==> src/hw/rtl/lcc_pkg.sv <==
// Types and fixed-point constants of the luma replacing color converter.
package lcc_pkg;

    localparam int unsigned SUM_W = 44;

    localparam logic signed [15:0] CB_R = -16'sd9714;
    localparam logic signed [15:0] CB_G = -16'sd19070;
    localparam logic signed [15:0] CB_B = 16'sd28785;
    localparam logic signed [15:0] CR_R = 16'sd28785;
    localparam logic signed [15:0] CR_G = -16'sd24103;
    localparam logic signed [15:0] CR_B = -16'sd4681;
    localparam logic signed [25:0] CHROMA_MID_Q16 = 26'sd8388608;

    localparam logic [16:0] ONE_Q16 = 17'd65536;

    localparam logic signed [18:0] K_Y    = 19'sd76309;
    localparam logic signed [18:0] K_R_CR = 19'sd104597;
    localparam logic signed [18:0] K_G_CB = -19'sd25674;
    localparam logic signed [18:0] K_G_CR = -19'sd53280;
    localparam logic signed [18:0] K_B_CB = 19'sd132203;

    localparam logic signed [SUM_W-1:0] OFF_R_Q32 = -(44'sd14609351 * 44'sd65536);
    localparam logic signed [SUM_W-1:0] OFF_G_Q32 = 44'sd8885109 * 44'sd65536;
    localparam logic signed [SUM_W-1:0] OFF_B_Q32 = -(44'sd18142724 * 44'sd65536);

    typedef struct packed {
        logic [23:0] cb;
        logic [23:0] cr;
        logic [23:0] y;
    } lcc_ycc_t;

    typedef struct packed {
        logic signed [SUM_W-1:0] y_k;
        logic signed [SUM_W-1:0] cr_r;
        logic signed [SUM_W-1:0] cb_g;
        logic signed [SUM_W-1:0] cr_g;
        logic signed [SUM_W-1:0] cb_b;
    } lcc_prod_t;

    typedef struct packed {
        logic signed [SUM_W-1:0] r;
        logic signed [SUM_W-1:0] g;
        logic signed [SUM_W-1:0] b;
    } lcc_sum_t;

endpackage

==> src/hw/rtl/lcc_chroma.sv <==
// First stage: Cb and Cr from RGB, clamped and scaled replacement luma.
module lcc_chroma import lcc_pkg::*; (
    input  logic               aclk,
    input  logic               aresetn,
    input  logic               in_valid,
    output logic               in_ready,
    input  logic [7:0]         red,
    input  logic [7:0]         green,
    input  logic [7:0]         blue,
    input  logic signed [17:0] luma,
    output logic               out_valid,
    input  logic               out_ready,
    output lcc_ycc_t           out_data
);

    logic               valid_reg;
    lcc_ycc_t           data_reg;
    lcc_ycc_t           data_next;
    logic signed [8:0]  r_s;
    logic signed [8:0]  g_s;
    logic signed [8:0]  b_s;
    logic signed [25:0] cb_full;
    logic signed [25:0] cr_full;
    logic [16:0]        luma_clamped;
    logic [24:0]        y_full;

    assign in_ready = !valid_reg || out_ready;

    always_comb begin
        r_s = $signed({1'b0, red});
        g_s = $signed({1'b0, green});
        b_s = $signed({1'b0, blue});
        cb_full = CB_R * r_s + CB_G * g_s + CB_B * b_s + CHROMA_MID_Q16;
        cr_full = CR_R * r_s + CR_G * g_s + CR_B * b_s + CHROMA_MID_Q16;
        if (luma[17]) begin
            luma_clamped = '0;
        end else if (luma > $signed({1'b0, ONE_Q16})) begin
            luma_clamped = ONE_Q16;
        end else begin
            luma_clamped = luma[16:0];
        end
        y_full = {luma_clamped, 8'd0} - {8'd0, luma_clamped};
        data_next.cb = cb_full[23:0];
        data_next.cr = cr_full[23:0];
        data_next.y  = y_full[23:0];
    end

    always_ff @(posedge aclk) begin
        if (!aresetn) begin
            valid_reg <= 1'b0;
        end else if (in_ready) begin
            valid_reg <= in_valid;
        end
    end

    always_ff @(posedge aclk) begin
        if (in_valid && in_ready) begin
            data_reg <= data_next;
        end
    end

    assign out_valid = valid_reg;
    assign out_data  = data_reg;

endmodule

==> src/hw/rtl/lcc_mult.sv <==
// Second stage: the five products of the inverse conversion.
module lcc_mult import lcc_pkg::*; (
    input  logic      aclk,
    input  logic      aresetn,
    input  logic      in_valid,
    output logic      in_ready,
    input  lcc_ycc_t  in_data,
    output logic      out_valid,
    input  logic      out_ready,
    output lcc_prod_t out_data
);

    logic              valid_reg;
    lcc_prod_t         data_reg;
    lcc_prod_t         data_next;
    logic signed [24:0] y_s;
    logic signed [24:0] cb_s;
    logic signed [24:0] cr_s;

    assign in_ready = !valid_reg || out_ready;

    always_comb begin
        y_s  = $signed({1'b0, in_data.y});
        cb_s = $signed({1'b0, in_data.cb});
        cr_s = $signed({1'b0, in_data.cr});
        data_next.y_k  = y_s * K_Y;
        data_next.cr_r = cr_s * K_R_CR;
        data_next.cb_g = cb_s * K_G_CB;
        data_next.cr_g = cr_s * K_G_CR;
        data_next.cb_b = cb_s * K_B_CB;
    end

    always_ff @(posedge aclk) begin
        if (!aresetn) begin
            valid_reg <= 1'b0;
        end else if (in_ready) begin
            valid_reg <= in_valid;
        end
    end

    always_ff @(posedge aclk) begin
        if (in_valid && in_ready) begin
            data_reg <= data_next;
        end
    end

    assign out_valid = valid_reg;
    assign out_data  = data_reg;

endmodule

==> src/hw/rtl/lcc_sum_clamp.sv <==
// Third and fourth stages: sum with offsets, then clamp to bytes.
module lcc_sum_clamp import lcc_pkg::*; (
    input  logic      aclk,
    input  logic      aresetn,
    input  logic      in_valid,
    output logic      in_ready,
    input  lcc_prod_t in_data,
    output logic      out_valid,
    input  logic      out_ready,
    output logic [7:0] red,
    output logic [7:0] green,
    output logic [7:0] blue
);

    logic      sum_valid_reg;
    lcc_sum_t  sum_reg;
    lcc_sum_t  sum_next;
    logic      out_valid_reg;
    logic      out_stage_ready;
    logic [7:0] red_reg;
    logic [7:0] green_reg;
    logic [7:0] blue_reg;
    logic [7:0] red_next;
    logic [7:0] green_next;
    logic [7:0] blue_next;

    function automatic logic [7:0] to_byte(input logic signed [SUM_W-1:0] v);
        logic [7:0] res;
        if (v[SUM_W-1]) begin
            res = 8'd0;
        end else if (v[SUM_W-2:40] != '0) begin
            res = 8'd255;
        end else begin
            res = v[39:32];
        end
        return res;
    endfunction

    assign out_stage_ready = !out_valid_reg || out_ready;
    assign in_ready        = !sum_valid_reg || out_stage_ready;

    always_comb begin
        sum_next.r = in_data.y_k + in_data.cr_r + OFF_R_Q32;
        sum_next.g = in_data.y_k + in_data.cb_g + in_data.cr_g + OFF_G_Q32;
        sum_next.b = in_data.y_k + in_data.cb_b + OFF_B_Q32;
        red_next   = to_byte(sum_reg.r);
        green_next = to_byte(sum_reg.g);
        blue_next  = to_byte(sum_reg.b);
    end

    always_ff @(posedge aclk) begin
        if (!aresetn) begin
            sum_valid_reg <= 1'b0;
            out_valid_reg <= 1'b0;
        end else begin
            if (in_ready) begin
                sum_valid_reg <= in_valid;
            end
            if (out_stage_ready) begin
                out_valid_reg <= sum_valid_reg;
            end
        end
    end

    always_ff @(posedge aclk) begin
        if (in_valid && in_ready) begin
            sum_reg <= sum_next;
        end
        if (sum_valid_reg && out_stage_ready) begin
            red_reg   <= red_next;
            green_reg <= green_next;
            blue_reg  <= blue_next;
        end
    end

    assign out_valid = out_valid_reg;
    assign red       = red_reg;
    assign green     = green_reg;
    assign blue      = blue_reg;

endmodule

==> src/hw/rtl/luma_replace_color_convert.sv <==
// Top level of the luma replacing color converter.
//
// One pixel per beat on each side. The slave side takes 8-bit red, green
// and blue plus an 18-bit signed replacement luma (Q16, clamped to 0..1).
// The block forms BT.601 studio-range Cb and Cr from the pixel, drops the
// pixel's own luma and converts the new luma with Cb and Cr back to RGB,
// each channel clamped to 0..255 and truncated.
// Path: a pixel passes the chroma, product, sum and output registers.
// Throughput: one pixel per clock while m_tready is high, set by the four-stage
// pipeline (chroma and luma, products, sums, clamp and output register).
// Reset: aresetn low clears all valid bits; no pixel is in flight after.
// Stall: a low m_tready holds the output beat; earlier stages keep filling
// their empty slots, and s_tready drops only when all four stages are full.
// s_tready depends combinationally on m_tready.
module luma_replace_color_convert import lcc_pkg::*; (
    input  logic        aclk,
    input  logic        aresetn,
    input  logic        s_tvalid,
    output logic        s_tready,
    input  logic [47:0] s_tdata,   // red_in[7:0], green_in[15:8], blue_in[23:16],
                                   // new_luma[41:24], zero[47:42]
    output logic        m_tvalid,
    input  logic        m_tready,
    output logic [23:0] m_tdata    // red_out[7:0], green_out[15:8], blue_out[23:16]
);

    logic      ycc_valid;
    logic      ycc_ready;
    lcc_ycc_t  ycc_data;
    logic      prod_valid;
    logic      prod_ready;
    lcc_prod_t prod_data;
    logic [7:0] red_out;
    logic [7:0] green_out;
    logic [7:0] blue_out;

    lcc_chroma u_chroma (
        .aclk      (aclk),
        .aresetn   (aresetn),
        .in_valid  (s_tvalid),
        .in_ready  (s_tready),
        .red       (s_tdata[7:0]),
        .green     (s_tdata[15:8]),
        .blue      (s_tdata[23:16]),
        .luma      ($signed(s_tdata[41:24])),
        .out_valid (ycc_valid),
        .out_ready (ycc_ready),
        .out_data  (ycc_data)
    );

    lcc_mult u_mult (
        .aclk      (aclk),
        .aresetn   (aresetn),
        .in_valid  (ycc_valid),
        .in_ready  (ycc_ready),
        .in_data   (ycc_data),
        .out_valid (prod_valid),
        .out_ready (prod_ready),
        .out_data  (prod_data)
    );

    lcc_sum_clamp u_sum_clamp (
        .aclk      (aclk),
        .aresetn   (aresetn),
        .in_valid  (prod_valid),
        .in_ready  (prod_ready),
        .in_data   (prod_data),
        .out_valid (m_tvalid),
        .out_ready (m_tready),
        .red       (red_out),
        .green     (green_out),
        .blue      (blue_out)
    );

    assign m_tdata = {blue_out, green_out, red_out};

endmodule

==> config.mk <==
export PLATFORM = sky130hd
export DESIGN_NAME = luma_replace_color_convert
export DESIGN_NICKNAME = d
export VERILOG_FILES = /design/src/hw/rtl/lcc_pkg.sv /design/src/hw/rtl/lcc_chroma.sv /design/src/hw/rtl/lcc_mult.sv /design/src/hw/rtl/lcc_sum_clamp.sv /design/src/hw/rtl/luma_replace_color_convert.sv
export SDC_FILE = /design/constraint.sdc
export NUM_CORES = 2
export LEC_CHECK = 0
export ABC_AREA = 1
export ABC_CLOCK_PERIOD_IN_PS = 10900
export BUFFER_PORTS_ARGS = -buffer_cell sky130_fd_sc_hd__buf_2
export CORE_UTILIZATION = 55
export DETAILED_ROUTE_END_ITERATION = 6
export PLACE_DENSITY = 0.74
export SLEW_MARGIN = 15
export SYNTH_ARGS = -nofsm -noshare
export SYNTH_HDL_FRONTEND = slang
export SYNTH_HIERARCHICAL = 1
export SYNTH_SLANG_ARGS = --single-unit
==> constraint.sdc <==
create_clock -name aclk -period 10.9 [get_ports aclk]
set_clock_uncertainty 0.15 [all_clocks]
set_input_delay 0 -clock aclk [delete_from_list [all_inputs] [get_ports aclk]]
set_output_delay 0 -clock aclk [all_outputs]
set_load 0.02 [all_outputs]
==> metrics <==
flip-flop count of the largest register after layout 197; die area 134000 sq um; Iteration-0 DRC Markers 4447; Synth Flop Type edfxtp_1; FF/Latch Area 9960 sq um; first-pass GRT wire length 323000 um; crit end category flip-flop; largest net degree at the start of global routing 85; DR WL/cell 18.7 um; Top cell by count, worst path fa_1; detailed-route via count 58300; share of post-route cells with drive strength above 1 2.79%; Die H 366 um; Worst Path Arrival 7.00 ns; fin cells 11000; post-layout min period 6.79 ns; DR vias/cell 5.28; RePlAce Congestion 1.02; clk buf depth 3; Total Wirelength 207000 um; endpoints failing setup 0; Synth Area per Inst 8.02 sq um; Critical Path Slowest Stage Cell fa_1; final hold vios 0; gr usage total 31.1%; DP HPWL 184000 um; status finished, final reports clean; Filler cells 12000; Tightest Pin Transition 1.07 ns; nets@finish 11500; Post-Synthesis Cells 9080; Worst Hold Class input pin to flip-flop; Core Region 131000 sq um; postcts setup bufs 0; Synth top area share 24.4%; CTS Sinks 333; setup slack at placement 3.52 ns; fraction of the yosys area taken by sequential cells 13.7%; DRC violations left 0; Clock transition at path regs 0.05 ns; Max Cap Viol 0; Critical Path Start Type input pin; CTS tree yes; RSZ-0062 raised after global routing no; Synth area leader fa_1; Final period util 62.3%; grt ovf 0; die width 366 um; IO Pins 78; Yosys reg bits 333; vias in the first global route 58200; Post-DRT Antenna Nets 0; max-slew violations 0; worst-path maximum fanout 10; EDFF count, synth 329; setup TNS 0 ns; Critical Setup Path Class input pin to flip-flop; Initial Utilization 55.4%; placed insts 10900; fmax 0.147 GHz; Root Buffer Master clkbuf_16; hold slack 0.0772 ns; synth-to-layout area growth 6.21%; CP max stage delay 0.57 ns; drt pass-1 iters 6; final setup margin 4.11 ns; Worst Path Required 11.11 ns; Post-Synthesis Cell Area 72900 sq um; # hold bufs at CTS 65; Slew HR 28.4%; H-Tree Depth 2; initial antenna violation count 11; FP Rows 133; Area contributors post-synth fa_1 24%, ha_1 23%, edfxtp_1 14%; CTS buffer count 40; area occupied by multi-input gates 53200 sq um; yosys warns 6; Port Buf Inserts 71; worst skew pair latency 0.66 ns; Cell variety after synth 54; cts repair resizes 0; asr flop ratio synth 0%
## metal layers
| layer | wire length [um] | global-route usage [%] |
|---|---|---|
| met5 | 38 | 0 |
| met1 | 93100 | 44.5 |
| met4 | 6200 | 8.58 |
| met2 | 92200 | 49.4 |
| met3 | 15400 | 4.16 |
## Yosys cell counts, drive strengths merged (2+ instances only)
master,instances
or3,3
edfxtp,329
and2,11
ha,1344
o211ai,7
fa,887
a21o,26
buf,25
a31oi,13
a221oi,2
nand3,294
and3,2
o2111ai,4
a21boi,15
xor2,163
a21oi,460
nand3b,10
o21bai,48
dfxtp,4
nor2,538
nand4,75
inv,2549
a31o,2
xnor2,78
o21ai,251
nor4,14
nand2b,2
nand2,1802
nor3,96
a211oi,2
or2,4
clkbuf,4
o21a,11
## worst paths after layout
path,to,slack [ns],from,depth (start not counted)
max,u_chroma/out_data[47],4.11,s_tdata[2],30
min,u_sum_clamp/out_valid,0.08,aresetn,4
max reg2reg,u_mult/out_data[172],4.57,u_chroma/out_data[24],20
min reg2reg,u_sum_clamp/out_valid,0.36,u_sum_clamp/sum_valid_reg,2
## layout by cell type, fill, tap and decap left out, types with 15 or more instances in the layout
| master | Yosys | final |
|---|---|---|
| inv_1 | 2544 | 2544 |
| nor2_2 | 18 | 18 |
| fa_1 | 887 | 887 |
| clkbuf_16 | 0 | 40 |
| nor3_1 | 93 | 93 |
| nor2_1 | 517 | 517 |
| ha_1 | 1344 | 1344 |
| nand4_1 | 75 | 75 |
| a21o_1 | 26 | 26 |
| nand2_2 | 43 | 43 |
| a21oi_1 | 459 | 456 |
| a21boi_0 | 15 | 15 |
| edfxtp_1 | 329 | 329 |
| dlygate4sd3_1 | 0 | 65 |
| buf_2 | 1 | 71 |
| nand3_2 | 22 | 22 |
| nand3_1 | 271 | 271 |
| xor2_1 | 163 | 163 |
| o21ai_0 | 239 | 239 |
| o21bai_1 | 48 | 48 |
| nand2_1 | 1757 | 1757 |
| xnor2_1 | 78 | 78 |
## layout make-up
cell class	count	area share, %
multi-input cells	6182	68.8
diodes	2	0.00647
flip-flops and latches	333	12.9
repair buffers	146	1.40
clock buffers	50	1.35
well taps	1755	2.84
inverters	2549	12.4
clock inverters	24	0.420
## logic make-up after synthesis
logic type / Yosys count / synth area share, %
adders and majority gates: 2231 / 47.4
xor gates and xnor gates: 241 / 2.90
buffers and inverters: 2578 / 13.4
and+or+nand+nor: 2852 / 16.3
other: 1 / 0.00515
AOI/OAI and AO/OA: 844 / 6.31
DFF: 333 / 13.7
## worst max-delay path: cells and delay by family
kind | cells | cell delay [ns]
AO/OA/AOI/OAI | 2 | 0.34
XOR/XNOR | 1 | 0.30
buffers and inverters | 6 | 0.56
AND/OR/NAND/NOR | 11 | 1.29
adder cells (fa/ha/maj) | 10 | 4.51
## through the flow
| stage | instance area [sq um] | util, % |
|---|---|---|
| detailed placement | 75400 | 57.3 |
| finish | 77400 | 58.9 |
| global route | 77400 | 58.9 |
| floorplan | 72900 | - |
| CTS | 77400 | 58.9 |
| global placement | 75400 | 57.3 |
Power is left out: the tool's default activity adds up to more than one toggle a clock period on the data nets, which glitch-free logic cannot reach.
